$ cat config.mk
export PLATFORM = sky130hd
export DESIGN_NAME = cell_average_soc_interpolator
export DESIGN_NICKNAME = d
export VERILOG_FILES = /design/src/hw/rtl/cas_pkg.sv /design/src/hw/rtl/cas_front.sv /design/src/hw/rtl/cas_queue.sv /design/src/hw/rtl/cas_divider.sv /design/src/hw/rtl/cas_back.sv /design/src/hw/rtl/cell_average_soc_interpolator.sv
export SDC_FILE = /design/constraint.sdc
export NUM_CORES = 1
export LEC_CHECK = 0
export ABC_AREA = 1
export BUFFER_PORTS_ARGS = -buffer_cell sky130_fd_sc_hd__buf_2
export CORE_ASPECT_RATIO = 0.7
export CORE_MARGIN = 3
export CORE_UTILIZATION = 50
export CTS_CLUSTER_SIZE = 10
export DETAILED_ROUTE_END_ITERATION = 6
export PLACE_DENSITY = 0.74
export RECOVER_POWER = 100
export SYNTH_ARGS = -nofsm -noshare
export SYNTH_HDL_FRONTEND = slang
export SYNTH_SLANG_ARGS = --single-unit
export TNS_END_PERCENT = 30
$ cat constraint.sdc
create_clock -name clk -period 7.75 [get_ports clk]
set_clock_uncertainty 0.15 [all_clocks]
set_input_delay 1.1625 -clock clk [delete_from_list [all_inputs] [get_ports clk]]
set_output_delay 1.1625 -clock clk [all_outputs]
set_load 0.1 [all_outputs]
$ cat src/hw/rtl/cas_pkg.sv
package cas_pkg;

    // Field and state widths.
    localparam int CELL_MV_W    = 16;
    localparam int SUM_W        = 24;
    localparam int COUNT_W      = 9;
    localparam int SOC_W        = 14;
    localparam int MAX_CELLS    = 128;

    // Shared divider geometry: dividend and divisor widths, one quotient bit per step.
    localparam int DIV_W        = 24;
    localparam int DSR_W        = 9;
    localparam int DIV_CNT_W    = 5;

    // Table geometry.
    localparam int TABLE_POINTS = 21;
    localparam int SEG_W        = 5;
    localparam int DIFF_W       = 10;
    localparam int NUM_W        = 19;
    localparam int QUO_SOC_W    = 9;

    // Mapping constants.
    localparam logic [CELL_MV_W-1:0] MV_TOP    = 16'd4200;
    localparam logic [CELL_MV_W-1:0] MV_BOTTOM = 16'd3300;
    localparam logic [SOC_W-1:0]     SOC_FULL  = 14'd10000;
    localparam logic [SOC_W-1:0]     SOC_EMPTY = 14'd0;
    localparam int                   SOC_STEP  = 500;

    // One input transaction.
    typedef struct packed {
        logic [CELL_MV_W-1:0] cell_mv;
        logic                 last_cell;
    } cell_item_t;

    // One result transaction.
    typedef struct packed {
        logic [SOC_W-1:0]     soc_centi;
        logic [CELL_MV_W-1:0] average_mv;
    } soc_item_t;

    // A closed set handed from the front to the back.
    typedef struct packed {
        logic [SUM_W-1:0]   sum;
        logic [COUNT_W-1:0] count;
    } set_entry_t;

    // Queue status seen by both sides.
    typedef struct packed {
        logic full;
        logic empty;
    } queue_status_t;

    // Request to the shared divider.
    typedef struct packed {
        logic             start;
        logic [DIV_W-1:0] dividend;
        logic [DSR_W-1:0] divisor;
    } div_req_t;

    // Response from the shared divider.
    typedef struct packed {
        logic             done;
        logic [DIV_W-1:0] quotient;
    } div_rsp_t;

    // Open-circuit voltage of table point idx, from 4200 mV down to 3300 mV.
    function automatic logic [CELL_MV_W-1:0] ocv_point(input logic [SEG_W-1:0] idx);
        logic [CELL_MV_W-1:0] mv;
        case (idx)
            5'd0:    mv = 16'd4200;
            5'd1:    mv = 16'd4180;
            5'd2:    mv = 16'd4150;
            5'd3:    mv = 16'd4100;
            5'd4:    mv = 16'd4050;
            5'd5:    mv = 16'd4000;
            5'd6:    mv = 16'd3920;
            5'd7:    mv = 16'd3870;
            5'd8:    mv = 16'd3820;
            5'd9:    mv = 16'd3780;
            5'd10:   mv = 16'd3750;
            5'd11:   mv = 16'd3700;
            5'd12:   mv = 16'd3670;
            5'd13:   mv = 16'd3630;
            5'd14:   mv = 16'd3600;
            5'd15:   mv = 16'd3570;
            5'd16:   mv = 16'd3530;
            5'd17:   mv = 16'd3480;
            5'd18:   mv = 16'd3420;
            5'd19:   mv = 16'd3350;
            5'd20:   mv = 16'd3300;
            default: mv = 16'd0;
        endcase
        return mv;
    endfunction

    // State of charge at the low end of segment seg, in hundredths of a percent.
    function automatic logic [SOC_W-1:0] soc_base(input logic [SEG_W-1:0] seg);
        return SOC_W'(SOC_STEP * (TABLE_POINTS - 2 - int'(seg)));
    endfunction

endpackage

$ cat src/hw/rtl/cas_front.sv
module cas_front (
    input  logic                     clk,
    input  logic                     rst_n,
    input  logic                     cell_valid,
    output logic                     cell_ready,
    input  cas_pkg::cell_item_t      cell_data,
    input  cas_pkg::queue_status_t   q_status,
    output logic                     q_push,
    output cas_pkg::set_entry_t      q_entry
);
    import cas_pkg::*;

    logic [SUM_W-1:0]   sum_reg;
    logic [SUM_W-1:0]   sum_next;
    logic [COUNT_W-1:0] count_reg;
    logic [COUNT_W-1:0] count_next;
    logic               accept;
    logic               room;
    logic [SUM_W-1:0]   sum_add;
    logic [COUNT_W-1:0] count_add;

    // A transaction is taken whenever the queue can hold a closed set.
    assign cell_ready = !q_status.full;
    assign accept     = cell_valid && cell_ready;

    // Cells beyond the limit are dropped from the sum and the count.
    assign room      = count_reg < COUNT_W'(MAX_CELLS);
    assign sum_add   = room ? (sum_reg + SUM_W'(cell_data.cell_mv)) : sum_reg;
    assign count_add = room ? (count_reg + COUNT_W'(1)) : count_reg;

    // The closing cell pushes the finished set and clears the accumulator.
    assign q_push        = accept && cell_data.last_cell;
    assign q_entry.sum   = sum_add;
    assign q_entry.count = count_add;

    always_comb
    begin
        sum_next   = sum_reg;
        count_next = count_reg;
        if (accept)
        begin
            if (cell_data.last_cell)
            begin
                sum_next   = '0;
                count_next = '0;
            end
            else
            begin
                sum_next   = sum_add;
                count_next = count_add;
            end
        end
    end

    always_ff @(posedge clk or negedge rst_n)
    begin
        if (!rst_n)
        begin
            sum_reg   <= '0;
            count_reg <= '0;
        end
        else
        begin
            sum_reg   <= sum_next;
            count_reg <= count_next;
        end
    end

endmodule

$ cat src/hw/rtl/cas_queue.sv
module cas_queue (
    input  logic                     clk,
    input  logic                     rst_n,
    input  logic                     push,
    input  cas_pkg::set_entry_t      push_entry,
    input  logic                     pop,
    output cas_pkg::set_entry_t      head,
    output cas_pkg::queue_status_t   status
);
    import cas_pkg::*;

    set_entry_t  slot_reg [2];
    logic        wr_ptr_reg;
    logic        wr_ptr_next;
    logic        rd_ptr_reg;
    logic        rd_ptr_next;
    logic [1:0]  fill_reg;
    logic [1:0]  fill_next;

    assign status.full  = fill_reg == 2'd2;
    assign status.empty = fill_reg == 2'd0;
    assign head         = slot_reg[rd_ptr_reg];

    // Pointer and fill bookkeeping; push and pop may meet in one cycle.
    always_comb
    begin
        wr_ptr_next = push ? !wr_ptr_reg : wr_ptr_reg;
        rd_ptr_next = pop ? !rd_ptr_reg : rd_ptr_reg;
        fill_next   = fill_reg;
        if (push && !pop)
        begin
            fill_next = fill_reg + 2'd1;
        end
        else if (pop && !push)
        begin
            fill_next = fill_reg - 2'd1;
        end
    end

    always_ff @(posedge clk or negedge rst_n)
    begin
        if (!rst_n)
        begin
            wr_ptr_reg <= 1'b0;
            rd_ptr_reg <= 1'b0;
            fill_reg   <= 2'd0;
        end
        else
        begin
            wr_ptr_reg <= wr_ptr_next;
            rd_ptr_reg <= rd_ptr_next;
            fill_reg   <= fill_next;
        end
    end

    // Entry storage needs no reset.
    always_ff @(posedge clk)
    begin
        if (push)
        begin
            slot_reg[wr_ptr_reg] <= push_entry;
        end
    end

endmodule

$ cat src/hw/rtl/cas_divider.sv
module cas_divider (
    input  logic                clk,
    input  logic                rst_n,
    input  cas_pkg::div_req_t   req,
    output cas_pkg::div_rsp_t   rsp
);
    import cas_pkg::*;

    logic                 busy_reg;
    logic                 busy_next;
    logic                 done_reg;
    logic                 done_next;
    logic [DIV_CNT_W-1:0] cnt_reg;
    logic [DIV_CNT_W-1:0] cnt_next;
    logic [DSR_W-1:0]     rem_reg;
    logic [DSR_W-1:0]     rem_next;
    logic [DIV_W-1:0]     quo_reg;
    logic [DIV_W-1:0]     quo_next;
    logic [DSR_W-1:0]     dsr_reg;
    logic [DSR_W-1:0]     dsr_next;
    logic [DSR_W:0]       trial;
    logic                 fits;

    assign rsp.done     = done_reg;
    assign rsp.quotient = quo_reg;

    // One restoring step: shift in the next dividend bit and try to subtract.
    assign trial = {rem_reg, quo_reg[DIV_W-1]};
    assign fits  = trial >= {1'b0, dsr_reg};

    always_comb
    begin
        busy_next = busy_reg;
        done_next = 1'b0;
        cnt_next  = cnt_reg;
        rem_next  = rem_reg;
        quo_next  = quo_reg;
        dsr_next  = dsr_reg;
        if (req.start)
        begin
            busy_next = 1'b1;
            cnt_next  = '0;
            rem_next  = '0;
            quo_next  = req.dividend;
            dsr_next  = req.divisor;
        end
        else if (busy_reg)
        begin
            rem_next = fits ? DSR_W'(trial - {1'b0, dsr_reg}) : trial[DSR_W-1:0];
            quo_next = {quo_reg[DIV_W-2:0], fits};
            cnt_next = cnt_reg + DIV_CNT_W'(1);
            if (cnt_reg == DIV_CNT_W'(DIV_W - 1))
            begin
                busy_next = 1'b0;
                done_next = 1'b1;
            end
        end
    end

    always_ff @(posedge clk or negedge rst_n)
    begin
        if (!rst_n)
        begin
            busy_reg <= 1'b0;
            done_reg <= 1'b0;
            cnt_reg  <= '0;
        end
        else
        begin
            busy_reg <= busy_next;
            done_reg <= done_next;
            cnt_reg  <= cnt_next;
        end
    end

    always_ff @(posedge clk)
    begin
        rem_reg <= rem_next;
        quo_reg <= quo_next;
        dsr_reg <= dsr_next;
    end

endmodule

$ cat src/hw/rtl/cas_back.sv
module cas_back (
    input  logic                     clk,
    input  logic                     rst_n,
    input  cas_pkg::queue_status_t   q_status,
    input  cas_pkg::set_entry_t      q_head,
    output logic                     q_pop,
    output cas_pkg::div_req_t        div_req,
    input  cas_pkg::div_rsp_t        div_rsp,
    output logic                     soc_valid,
    input  logic                     soc_ready,
    output cas_pkg::soc_item_t       soc_data
);
    import cas_pkg::*;

    localparam logic [2:0] S_IDLE = 3'd0;
    localparam logic [2:0] S_DIV1 = 3'd1;
    localparam logic [2:0] S_SEG  = 3'd2;
    localparam logic [2:0] S_MUL  = 3'd3;
    localparam logic [2:0] S_DIV2 = 3'd4;
    localparam logic [2:0] S_FIN  = 3'd5;

    logic [2:0]           state_reg;
    logic [2:0]           state_next;
    logic [CELL_MV_W-1:0] avg_reg;
    logic [CELL_MV_W-1:0] avg_next;
    logic [SEG_W-1:0]     seg_reg;
    logic [SEG_W-1:0]     seg_next;
    logic [SOC_W-1:0]     soc_reg;
    logic [SOC_W-1:0]     soc_next;
    logic                 out_valid_reg;
    logic                 out_valid_next;
    soc_item_t            out_data_reg;
    soc_item_t            out_data_next;
    logic [SEG_W-1:0]     seg_hit;
    logic [CELL_MV_W-1:0] seg_hi_mv;
    logic [CELL_MV_W-1:0] seg_lo_mv;
    logic [CELL_MV_W-1:0] avg_diff;
    logic [NUM_W-1:0]     numer;
    logic [DSR_W-1:0]     span;
    logic                 out_free;

    assign soc_valid = out_valid_reg;
    assign soc_data  = out_data_reg;
    assign out_free  = !out_valid_reg || soc_ready;

    // Segment search: the table falls strictly, so at most one segment matches.
    always_comb
    begin
        seg_hit = '0;
        for (int k = 0; k < TABLE_POINTS - 1; k++)
        begin
            if (avg_reg <= ocv_point(SEG_W'(k)) && avg_reg > ocv_point(SEG_W'(k + 1)))
            begin
                seg_hit = SEG_W'(k);
            end
        end
    end

    // Interpolation operands for the chosen segment.
    assign seg_hi_mv = ocv_point(seg_reg);
    assign seg_lo_mv = ocv_point(seg_reg + SEG_W'(1));
    assign avg_diff  = avg_reg - seg_lo_mv;
    assign numer     = NUM_W'(SOC_STEP) * NUM_W'(avg_diff[DIFF_W-1:0]);
    assign span      = DSR_W'(seg_hi_mv - seg_lo_mv);

    // Divider requests: first the mean, then the interpolation fraction.
    always_comb
    begin
        q_pop            = 1'b0;
        div_req.start    = 1'b0;
        div_req.dividend = DIV_W'(numer);
        div_req.divisor  = span;
        if (state_reg == S_IDLE && !q_status.empty)
        begin
            q_pop            = 1'b1;
            div_req.start    = 1'b1;
            div_req.dividend = q_head.sum;
            div_req.divisor  = q_head.count;
        end
        else if (state_reg == S_MUL)
        begin
            div_req.start = 1'b1;
        end
    end

    // Sequencer for one closed set.
    always_comb
    begin
        state_next     = state_reg;
        avg_next       = avg_reg;
        seg_next       = seg_reg;
        soc_next       = soc_reg;
        out_valid_next = out_valid_reg;
        out_data_next  = out_data_reg;
        if (soc_ready)
        begin
            out_valid_next = 1'b0;
        end
        case (state_reg)
            S_IDLE:
            begin
                if (!q_status.empty)
                begin
                    state_next = S_DIV1;
                end
            end
            S_DIV1:
            begin
                if (div_rsp.done)
                begin
                    avg_next   = div_rsp.quotient[CELL_MV_W-1:0];
                    state_next = S_SEG;
                end
            end
            S_SEG:
            begin
                seg_next = seg_hit;
                if (avg_reg >= MV_TOP)
                begin
                    soc_next   = SOC_FULL;
                    state_next = S_FIN;
                end
                else if (avg_reg <= MV_BOTTOM)
                begin
                    soc_next   = SOC_EMPTY;
                    state_next = S_FIN;
                end
                else
                begin
                    state_next = S_MUL;
                end
            end
            S_MUL:
            begin
                state_next = S_DIV2;
            end
            S_DIV2:
            begin
                if (div_rsp.done)
                begin
                    soc_next   = soc_base(seg_reg)
                               + SOC_W'(div_rsp.quotient[QUO_SOC_W-1:0]);
                    state_next = S_FIN;
                end
            end
            S_FIN:
            begin
                if (out_free)
                begin
                    out_valid_next           = 1'b1;
                    out_data_next.soc_centi  = soc_reg;
                    out_data_next.average_mv = avg_reg;
                    state_next               = S_IDLE;
                end
            end
            default:
            begin
                state_next = S_IDLE;
            end
        endcase
    end

    always_ff @(posedge clk or negedge rst_n)
    begin
        if (!rst_n)
        begin
            state_reg     <= S_IDLE;
            out_valid_reg <= 1'b0;
        end
        else
        begin
            state_reg     <= state_next;
            out_valid_reg <= out_valid_next;
        end
    end

    always_ff @(posedge clk)
    begin
        avg_reg      <= avg_next;
        seg_reg      <= seg_next;
        soc_reg      <= soc_next;
        out_data_reg <= out_data_next;
    end

endmodule

$ cat src/hw/rtl/cell_average_soc_interpolator.sv
// Channel   Direction  Handshake                Payload
// cell      in         cell_valid / cell_ready  cell_data (cell_mv, last_cell)
// soc       out        soc_valid / soc_ready    soc_data (soc_centi, average_mv)
//
// The front takes cell transactions and keeps accepting while the back works. A closed set
// passes from the queue through the back to a valid result by way of the shared divider,
// which gives one quotient bit per cycle: 24 steps for the mean and, when the mean lies
// inside the table, 24 more for the interpolation. Two closed sets may wait in the queue;
// every cell stalls while it is full, and the back holds a finished set while the result
// register is occupied. Reset clears the sum, count, queue and sequencer.
module cell_average_soc_interpolator (
    input  logic                 clk,
    input  logic                 rst_n,
    input  logic                 cell_valid,
    output logic                 cell_ready,
    input  cas_pkg::cell_item_t  cell_data,
    output logic                 soc_valid,
    input  logic                 soc_ready,
    output cas_pkg::soc_item_t   soc_data
);
    import cas_pkg::*;

    queue_status_t q_status;
    logic          q_push;
    logic          q_pop;
    set_entry_t    q_entry;
    set_entry_t    q_head;
    div_req_t      div_req;
    div_rsp_t      div_rsp;

    // Front: accumulates cells and closes sets.
    cas_front u_front (
        .clk        (clk),
        .rst_n      (rst_n),
        .cell_valid (cell_valid),
        .cell_ready (cell_ready),
        .cell_data  (cell_data),
        .q_status   (q_status),
        .q_push     (q_push),
        .q_entry    (q_entry)
    );

    // Queue of closed sets between the two sides.
    cas_queue u_queue (
        .clk        (clk),
        .rst_n      (rst_n),
        .push       (q_push),
        .push_entry (q_entry),
        .pop        (q_pop),
        .head       (q_head),
        .status     (q_status)
    );

    // Shared iterative divider.
    cas_divider u_divider (
        .clk   (clk),
        .rst_n (rst_n),
        .req   (div_req),
        .rsp   (div_rsp)
    );

    // Back: mean, table lookup, interpolation and result register.
    cas_back u_back (
        .clk       (clk),
        .rst_n     (rst_n),
        .q_status  (q_status),
        .q_head    (q_head),
        .q_pop     (q_pop),
        .div_req   (div_req),
        .div_rsp   (div_rsp),
        .soc_valid (soc_valid),
        .soc_ready (soc_ready),
        .soc_data  (soc_data)
    );

`ifndef SYNTHESIS
    // A full queue must hold off new cells.
    a_full_stalls: assert property (@(posedge clk) disable iff (!rst_n)
        q_status.full |-> !cell_ready)
        else $error("cell_ready high while the set queue is full");

    // Results stay within the charge range.
    a_soc_range: assert property (@(posedge clk) disable iff (!rst_n)
        soc_valid |-> soc_data.soc_centi <= SOC_FULL)
        else $error("soc_centi above full charge");

    // A mean at or above the top point reads as full.
    a_soc_top: assert property (@(posedge clk) disable iff (!rst_n)
        soc_valid && soc_data.average_mv >= MV_TOP |-> soc_data.soc_centi == SOC_FULL)
        else $error("high mean did not give full charge");

    // A mean at or below the bottom point reads as empty.
    a_soc_bottom: assert property (@(posedge clk) disable iff (!rst_n)
        soc_valid && soc_data.average_mv <= MV_BOTTOM |-> soc_data.soc_centi == SOC_EMPTY)
        else $error("low mean did not give zero charge");
`endif

endmodule
Yosys cells after proc, flatten, opt, wreduce, memory -nomap -nowiden
Memories as Yosys holds them, arrays and structs flattened.
Cells that the tools add are included.
{"block": "totals", "reg_bits": 155, "mem_bits_rw": 66, "mem_bits_ro": 768, "input_bits": 21, "out_inout_bits": 32, "elab_cells": 188, "mem_count": 3}
{"memory": "(name not given)", "words": 32, "width": 12, "read_ports": 1, "rd_ports_with_merged_regs": 0, "wr": 0, "line_no": "cas_pkg.sv:69", "source": "case (idx)"}
{"memory": "(name not given)", "words": 32, "width": 12, "read_ports": 1, "rd_ports_with_merged_regs": 0, "wr": 0, "line_no": "cas_pkg.sv:69"}
{"memory": "u_queue.slot_reg", "words": 2, "width": 33, "read_ports": 1, "rd_ports_with_merged_regs": 0, "wr": 1, "line_no": "cas_queue.sv:12", "source": "set_entry_t slot_reg [2];"}
{"block": "op_classes", "addsub": 11, "mul": 2, "magnitude_cmp": 42, "n_eq_ne": 12, "muxes": 55, "reduce_logical": 43}
{"operator": "16-bit by 12-bit > comparator with 1-bit output (second input constant)", "count": 17}
{"operator": "16-bit by 12-bit less-or-equal comparator with 1-bit output (second input constant)", "count": 17}
{"operator": "24-bit 2-to-1 mux", "count": 4}
{"operator": "5-bit 2-to-1 mux", "count": 16}
{"operator": "16-bit by 13-bit less-or-equal comparator with 1-bit output (second input constant)", "count": 3}
{"operator": "14-bit 2-to-1 mux", "count": 3}
{"operator": "33-bit 2-to-1 mux", "count": 1}
{"operator": "16-bit by 13-bit > comparator with 1-bit output (second input constant)", "count": 2}
{"operator": "8-bit by 32-bit multiplier with 12-bit output (first input constant)", "count": 1}
{"operator": "14-bit one-hot mux with 2 select lines", "count": 1}
{"operator": "9-bit 2-to-1 mux", "count": 3}
{"operator": "24-bit by 16-bit adder with 24-bit output", "count": 1}
{"operator": "1-bit logical AND", "count": 24}
{"operator": "3-bit 2-to-1 mux", "count": 6}
{"operator": "3-bit one-hot mux with 6 select lines", "count": 1}
{"operator": "9-bit subtractor", "count": 2}
{"operator": "7-bit by 10-bit multiplier with 17-bit output (first input constant)", "count": 1}
{"operator": "16-bit by 13-bit >= comparator with 1-bit output (second input constant)", "count": 1}
{"operator": "1-bit 2-to-1 mux", "count": 16}
{"operator": "14-bit by 9-bit adder with 14-bit output", "count": 1}
{"operator": "5-bit by 1-bit adder with 5-bit output (second input constant)", "count": 2}
{"operator": "10-bit by 9-bit >= comparator with 1-bit output", "count": 1}
{"operator": "10-bit subtractor", "count": 1}
{"operator": "9-bit by 1-bit adder with 9-bit output (second input constant)", "count": 1}
{"operator": "23 further kinds", "count": 39}

Longest topological paths before layout
Gate-level depths: netlist of the first run.
{"block": "logic_depth", "depth_word": 20, "ltp_mapped": 37, "mapped_depth_nobuf": 37}

By module
A second synthesis of the first run with hierarchy kept.
{"block": "unflattened", "cells_unflattened": 1971, "area_unflattened_um2": 16493.3}
{"module": "cas_back", "n_inst": 1, "cells_per_inst": 1051, "area_per_inst_um2": 8155.3, "seq_area_each_um2": 2052.0}
{"module": "cas_front", "n_inst": 1, "cells_per_inst": 481, "area_per_inst_um2": 3016.6, "seq_area_each_um2": 825.8}
{"module": "cas_queue", "n_inst": 1, "cells_per_inst": 128, "area_per_inst_um2": 2740.1, "seq_area_each_um2": 2082.0}
{"module": "cas_divider", "n_inst": 1, "cells_per_inst": 311, "area_per_inst_um2": 2581.2, "seq_area_each_um2": 1346.3}

Worst setup path before layout of the first run
Ideal clock, no wire load.
{"block": "synth_path", "path_type": "register -> register", "startpoint": "register u_back.seg_reg[0]", "endpoint": "register u_divider.quo_reg[17] (data pin)", "setup_time_ns": 0.256, "arrival_time_ns": 6.528, "t_required_ns": 7.344, "setup_slack_ns": 0.815, "stages_incl_launch_ff": 31, "n_path_buf": 1, "synth_period_minus_slack_ns": 6.935, "cell_sequence": "edfxtp_1 ha_1 ha_1 clkbuf_1 nor2_1 o311ai_0 o21ai_0 ha_1 nand2_1 nor3_1 nand2_2 o211ai_4 nand3_1 nand2_1 xor2_1 inv_1 ha_1 fa_1 fa_1 ha_1 ha_1 nand2_1 nor2_1 nand3_1 nand3_1 nand2_1 nand2_1 a21oi_1 or2_2 nand3_1 a21oi_1"}
{"block": "synth_between", "elab_chain_cells": 6}
{"element": "start: declaration", "line_no": "cas_back.sv:26", "source": "logic [SEG_W-1:0] seg_reg;"}
{"element": "start signal: assignment", "line_no": "cas_back.sv:180", "source": "seg_reg <= seg_next;"}
{"element": "5-bit by 1-bit adder with 5-bit output", "line_no": "cas_back.sv:61", "source": "assign seg_lo_mv = ocv_point(seg_reg + SEG_W'(1));"}
{"element": "memory 32 x 12 bit"}
{"element": "10-bit subtractor", "line_no": "cas_back.sv:62", "source": "assign avg_diff = avg_reg - seg_lo_mv;"}
{"element": "7-bit by 10-bit multiplier with 17-bit output", "line_no": "cas_back.sv:63", "source": "assign numer = NUM_W'(SOC_STEP) * NUM_W'(avg_diff[DIFF_W-1:0]);"}
{"element": "33-bit 2-to-1 mux", "line_no": "cas_back.sv:73", "source": "if (state_reg == S_IDLE && !q_status.empty)"}
{"element": "24-bit 2-to-1 mux", "line_no": "cas_divider.sv:39", "source": "if (req.start)"}
{"element": "named net u_divider.quo_next[17]", "line_no": "cas_divider.sv:18", "source": "logic [DIV_W-1:0] quo_next;"}
{"element": "end signal: assignment", "line_no": "cas_divider.sv:79", "source": "quo_reg <= quo_next;"}
{"element": "end: declaration", "line_no": "cas_divider.sv:17", "source": "logic [DIV_W-1:0] quo_reg;"}
The timed path passes the listed nets, and every way through them passes these cells.
A chain may end at the register's enable or synchronous reset.

Worst setup path after layout of the first run
{"block": "layout_path", "startpoint": "register u_back.seg_reg[0]", "endpoint": "register u_divider.quo_reg[16] (data pin)"}
The elaborated chain is that of the path after synthesis.

==> results of run 1 <==
[layer usage]
| layer | routed length [um] | vias up |
|---|---|---|
| li1 | - | 6140 |
| met1 | 19880 | 5844 |
| met2 | 15840 | 485 |
| met3 | 3828 | 54 |
| met4 | 598 | 4 |
| met5 | 27 | - |
[kinds of logic (layout without fill, tap and decap cells)]
logic type      Yosys count  in the layout  synth area share
compound gates          325            325            0.1233
simple gates            715            715            0.2011
xor+xnor                 60             60           0.03546
other cells               0              1                 0
buf+inv                 300            385           0.07491
flops                   221            221            0.4108
fa+ha+maj               166            166            0.1544
[cell usage in the layout, fill, tap and decap left out, types with 10 or more instances in the layout]
cell type and count:
nand2_1 378, inv_1 252, edfxtp_1 164, nor2_1 151, ha_1 127, o21ai_0 119, a21oi_1 106, nand3_1 91
clkbuf_1 62, dfrtp_1 48, fa_1 39, xor2_1 35, nor3_1 30, clkbuf_16 28, xnor2_1 22, o211ai_1 18
buf_2 18, nand4_1 17, buf_4 15, o31ai_1 11, nand2_2 11, a21o_1 10
[stage by stage]
stage | hold WS, ps | instances | instance area [um^2] | utilization
detailed placement | 255.4 | 2219 | 16080 | 0.5444
global route | 264.9 | 2277 | 16870 | 0.5710
CTS | 256.1 | 2269 | 16890 | 0.5717
global placement | 253.1 | 2219 | 16080 | 0.5444
finish | 254.6 | 2278 | 16870 | 0.5711
floorplan | 250.3 | 1787 | 15350 | -
[critical path: cells and delay by family, from the launching register on]
| kind | cells | cell delay (ps) |
|---|---|---|
| compound gates | 8 | 1720 |
| flops | 1 | 560 |
| buf+inv | 7 | 470 |
| simple gates | 10 | 1030 |
| fa+ha+maj | 7 | 3050 |
[synthesized netlist by cell type, drive strengths merged, types with 3 or more instances]
| master | count |
|---|---|
| dfrtp | 48 |
| xnor2 | 22 |
| dfxtp | 9 |
| a21oi | 106 |
| nand3 | 99 |
| o31ai | 11 |
| o21ai | 124 |
| clkbuf | 29 |
| a31oi | 9 |
| o211ai | 19 |
| a21o | 10 |
| xor2 | 38 |
| inv | 258 |
| nand4 | 18 |
| edfxtp | 164 |
| and2 | 3 |
| nand3b | 5 |
| or2 | 6 |
| a21boi | 5 |
| o311ai | 5 |
| buf | 12 |
| nand2 | 393 |
| o21a | 4 |
| o221ai | 3 |
| nor3 | 31 |
| nor2 | 155 |
| o21bai | 5 |
| ha | 127 |
| o22ai | 9 |
| fa | 39 |
[final cells by class]
class	count	area (um^2)	area share
sequential	221	6306	0.3738
multi-input combinational	1266	7913	0.4690
antenna	1	2.502	0.0001483
inverter	259	972.2	0.05763
tap	405	506.7	0.03004
clock inverter	3	33.78	0.002003
timing repair buffer	76	364.1	0.02158
clock buffer	47	772.0	0.04576
[repair_timing]
action	CTS	global route
hold buffers	0	0
setup buffers	0	8
gates resized for setup	0	5
setup endpoints to repair	0	6
[worst min path at each step]
stage | endpoint | slack (ps) | cells after the start
final | u_back.soc_data[29] | 250 | 0
after global routing | u_back.soc_data[23] | 260 | 0
after global placement | u_back.soc_data[17] | 250 | 0
after detailed placement | u_back.soc_data[27] | 260 | 0
after CTS | u_back.soc_data[29] | 260 | 0
after floorplan | u_back.soc_data[16] | 250 | 0
==> results.sh, run 1 <==
export IMPL_outcome="finished with violations"
export IMPL_violations="max-capacitance violations, max-slew violations"
export IMPL_path_max_fanout=9
export IMPL_initial_core_util=0.5197
export IMPL_syn2layout_area_growth_pct=9.904
export IMPL_critPathCaptureType="register"
export IMPL_pre_cts_ws_ps=207.2
export IMPL_drc_errors=0
export IMPL_clock_sinks=221
export IMPL_worstSetupStartpoint="u_back.seg_reg[0]"
export IMPL_cts_max_path_buffers=3
export IMPL_dieArea_mm2=0.03287
export IMPL_routed_wl_um=40170
export IMPL_cts_tree="yes"
export IMPL_ff2ff_path_depth=32
export IMPL_ys_types=62
export IMPL_htreeDepth=1
export IMPL_chipWidth_um=215.4
export IMPL_tightestPinTransition_ps=2879
export IMPL_r2r_start="u_back.seg_reg[0]"
export IMPL_final_max_slew_violation_count=221
export IMPL_yosysTopAreaCellShare=0.3208
export IMPL_slew_headroom=-0.9266
export IMPL_cp_slowest_cell="edfxtp_1"
export IMPL_ys_ff_latch=221
export IMPL_synthTopCellsByArea="edfxtp_1, ha_1, nand2_1, dfrtp_1, inv_1"
export IMPL_die_h_um=152.6
export IMPL_cts_root_buffer="clkbuf_16"
export IMPL_io_pins=53
export IMPL_portBuffers=52
export IMPL_clock_latency_ps=550
export IMPL_vias=12530
export IMPL_setup_viol=0
export IMPL_synth_warnings=0
export IMPL_clkTransAtPathRegs_ps=60
export IMPL_antenna_found_initial=3
export IMPL_fmax_mhz=137.9
export IMPL_r2r_end="u_divider.quo_reg[16]"
export IMPL_layout_nets=2038
export IMPL_via_per_inst=5.499
export IMPL_hpwl_um=30190
export IMPL_grt_overflow=0
export IMPL_largest_reg_flops=66
export IMPL_setup_ws_ps=496.7
export IMPL_crit_path_start_kind="register"
export IMPL_final_hold_violation_count=0
export IMPL_hold_class="reg2reg"
export IMPL_first_pass_iters=5
export IMPL_grt_pass1_wl_um=63870
export IMPL_synth_area_mm2=0.01535
export IMPL_wire_per_inst_um=17.63
export IMPL_syn_inst=1787
export IMPL_r2r_setup_slack_ps=500
export IMPL_synth_fp_nets=1974
export IMPL_avgSynthCellArea_um2=8.590
export IMPL_drt_iter0_markers=1182
export IMPL_cts_buffers_inserted=27
export IMPL_async_flop_share=0.2172
export IMPL_yosysTopAreaCell="edfxtp_1"
export IMPL_min_delay_start="u_back.soc_reg[13]"
export IMPL_fin_crit_ps=7253
export IMPL_worstSetupPathType="reg2reg"
export IMPL_synth_edf_count=164
export IMPL_busiest_layer="met1"
export IMPL_core_area_mm2=0.02954
export IMPL_ys_flop_type="edfxtp_1"
export IMPL_cpPeakStageDelay_ps=560
export IMPL_critPathMostFrequentCell="inv_1"
export IMPL_cp_required_ps=7900
export IMPL_synth_seq_area_share=0.4108
export IMPL_use_met3=0.06279
export IMPL_maxCapViolCount=7
export IMPL_place_congestion=0.9468
export IMPL_grt_max_degree=49
export IMPL_fin_setup_tns_ps=0
export IMPL_critPathCapture="u_divider.quo_reg[16]"
export IMPL_met2_usage=0.3301
export IMPL_grt_use_met1=0.3827
export IMPL_grt_pass1_vias=11880
export IMPL_num_rows=52
export IMPL_fill_cells=2656
export IMPL_antenna_left=0
export IMPL_critPathArrivalTime_ps=7400
export IMPL_grtUsageTotal=0.2417
export IMPL_period_share=0.9359
export IMPL_drive_above_1_share=0.05769
Power of run 1 is not shown: default switching activity piles up to over one toggle a cycle in this logic, so the estimate is an artifact.
==> inputs of run 2 (changes only) <==
--- a/config.mk
+++ b/config.mk
@@ -12,8 +12,8 @@
 export CORE_UTILIZATION = 50
 export CTS_CLUSTER_SIZE = 10
 export DETAILED_ROUTE_END_ITERATION = 6
+export GPL_TIMING_DRIVEN = 0
 export PLACE_DENSITY = 0.74
-export RECOVER_POWER = 100
 export SYNTH_ARGS = -nofsm -noshare
 export SYNTH_HDL_FRONTEND = slang
 export SYNTH_SLANG_ARGS = --single-unit
==> run 2 against run 1 <==
  * The run now ends clean
  * Wire length rose by 0.39%
  * Design area rose by 0.95%
  * Via count rose by 2.1%
  * Sequential cell count did not move
  * Worst hold slack improved by 17 ps
  * Setup slack got worse by 95 ps
  * Utilization rose by 0.54 points
  * Die area did not move
==> results.sh, run 2 (synthesis results as in run 1) <==
export IMPL_syn2layout_area_growth_pct=10.95
export IMPL_period_share=0.9481
export IMPL_wire_per_inst_um=17.54
export IMPL_cts_buffers_inserted=27
export IMPL_critPathCaptureType="register"
export IMPL_fin_crit_ps=7348
export IMPL_grt_max_degree=49
export IMPL_grtUsageTotal=0.2411
export IMPL_place_congestion=0.9271
export IMPL_fmax_mhz=136.1
export IMPL_die_h_um=152.6
export IMPL_maxCapViolCount=0
export IMPL_ff2ff_path_depth=29
export IMPL_path_max_fanout=15
export IMPL_drc_errors=0
export IMPL_critPathArrivalTime_ps=7500
export IMPL_outcome="completed"
export IMPL_initial_core_util=0.5197
export IMPL_chipWidth_um=215.4
export IMPL_htreeDepth=1
export IMPL_whs_ps=271.7
export IMPL_r2r_end="u_divider.quo_reg[17]"
export IMPL_final_cell_mix="nand2_1, inv_1, edfxtp_1"
export IMPL_final_hold_violation_count=0
export IMPL_clkTransAtPathRegs_ps=60
export IMPL_stdcell_count=2299
export IMPL_slew_headroom=0.1895
export IMPL_r2r_setup_slack_ps=400
export IMPL_dieArea_mm2=0.03287
export IMPL_clock_latency_ps=550
export IMPL_via_per_inst=5.565
export IMPL_cts_max_path_buffers=3
export IMPL_finish_utilization=0.5765
export IMPL_final_common_cell="nand2_1"
export IMPL_hold_class="reg2reg"
export IMPL_crit_path_start_kind="register"
export IMPL_hpwl_um=30910
export IMPL_cp_slowest_cell="fa_1"
export IMPL_antenna_found_initial=0
export IMPL_routed_wl_um=40320
export IMPL_largest_reg_flops=66
export IMPL_portBuffers=52
export IMPL_vias=12790
export IMPL_num_rows=52
export IMPL_setup_viol=0
export IMPL_r2r_start="u_back.seg_reg[1]"
export IMPL_layout_nets=2060
export IMPL_core_area_mm2=0.02954
export IMPL_drive_above_1_share=0.08184
export IMPL_rsz0062_at_grt="no"
export IMPL_drt_iter0_markers=1461
export IMPL_cp_required_ps=7900
export IMPL_cts_root_buffer="clkbuf_16"
export IMPL_antenna_cells=0
export IMPL_antenna_left=0
export IMPL_place_inst=2244
export IMPL_grt_overflow=0
export IMPL_fill_cells=2650
export IMPL_holdPathStages=0
export IMPL_grt_pass1_wl_um=63810
export IMPL_cpPeakStageDelay_ps=570
export IMPL_min_delay_start="u_back.soc_reg[13]"
export IMPL_min_to="u_back.soc_data[29]"
export IMPL_final_max_slew_violation_count=0
export IMPL_tightestPinTransition_ps=1206
export IMPL_clock_sinks=221
export IMPL_grt_pass1_vias=11780
export IMPL_cts_tree="yes"
export IMPL_worstSetupPathType="reg2reg"
export IMPL_first_pass_iters=6
export IMPL_io_pins=53
-- run 2: cell types whose count changed in the layout (fill, tap and decap cells not counted), sizes merged --
cell    previous run  this run
inv              260       259
clkinv             2         4
diode              1         0
buf               33        70
clkbuf            90        74
-- run 2: per-stage QoR --
stage / instance area (um^2) / worst slack [ps] / setup TNS [ps]
after CTS: 16970 / 138.2 / 0
after floorplan: 15350 / 815.4 / 0
after detailed placement: 16140 / -358.4 / -805.9
after global routing: 17030 / 9.901 / 0
after global placement: 16120 / -247.9 / -497.2
final: 17030 / 402.1 / 0
-- run 2: area by class of cell --
cell class / instances / area (um^2) / area share
plain buffers: 40 / 175.2 / 0.01029
clock buffers: 46 / 789.5 / 0.04636
clock inverters: 4 / 35.03 / 0.002057
inverters: 259 / 972.2 / 0.05709
multi-input cells: 1266 / 7940 / 0.4662
flip-flops and latches: 221 / 6306 / 0.3703
well taps: 405 / 506.7 / 0.02976
repair buffers: 58 / 305.3 / 0.01793
-- run 2: what timing repair did --
action | 4_1_cts | 5_1_grt
pin swaps | 0 | 0
resized for setup | 2 | 4
setup endpoints to repair | 5 | 6
hold endpoints to repair | 0 | 0
hold buffers | 0 | 0
buffers inserted | 0 | 6
-- run 2: worst max-delay path: cells and delay by family, from the launching register on --
| family | cells | cell delay [ps] |
|---|---|---|
| compound gates | 5 | 850 |
| xor+xnor | 1 | 280 |
| flops | 1 | 550 |
| fa+ha+maj | 8 | 3390 |
| buf+inv | 1 | 160 |
| simple gates | 14 | 1710 |
-- run 2: worst max path at each step --
stage                      startpoint                     to  slack (ps)  cells past startpoint
floorplan           u_back.seg_reg[0]  u_divider.quo_reg[17]         820                     30
global placement    u_back.seg_reg[0]  u_divider.quo_reg[17]        -250                     30
detailed placement  u_back.seg_reg[0]  u_divider.quo_reg[17]        -360                     30
CTS                 u_back.seg_reg[0]  u_divider.quo_reg[17]         140                     30
global route        u_back.seg_reg[1]  u_divider.quo_reg[17]          10                     29
finish              u_back.seg_reg[1]  u_divider.quo_reg[17]         400                     29
-- run 2: per-layer routing --
metal	part of all wire	routed length (um)	GRT usage	vias to the layer above
met2	0.40	16140	0.3388	542
met1	0.49	19800	0.3883	6016
li1	-	-	-	6181
met4	0.016	648	0.04340	0
met3	0.093	3737	0.04445	55
met5	0	0	0	-
Power of run 2 is left out for the same reason.
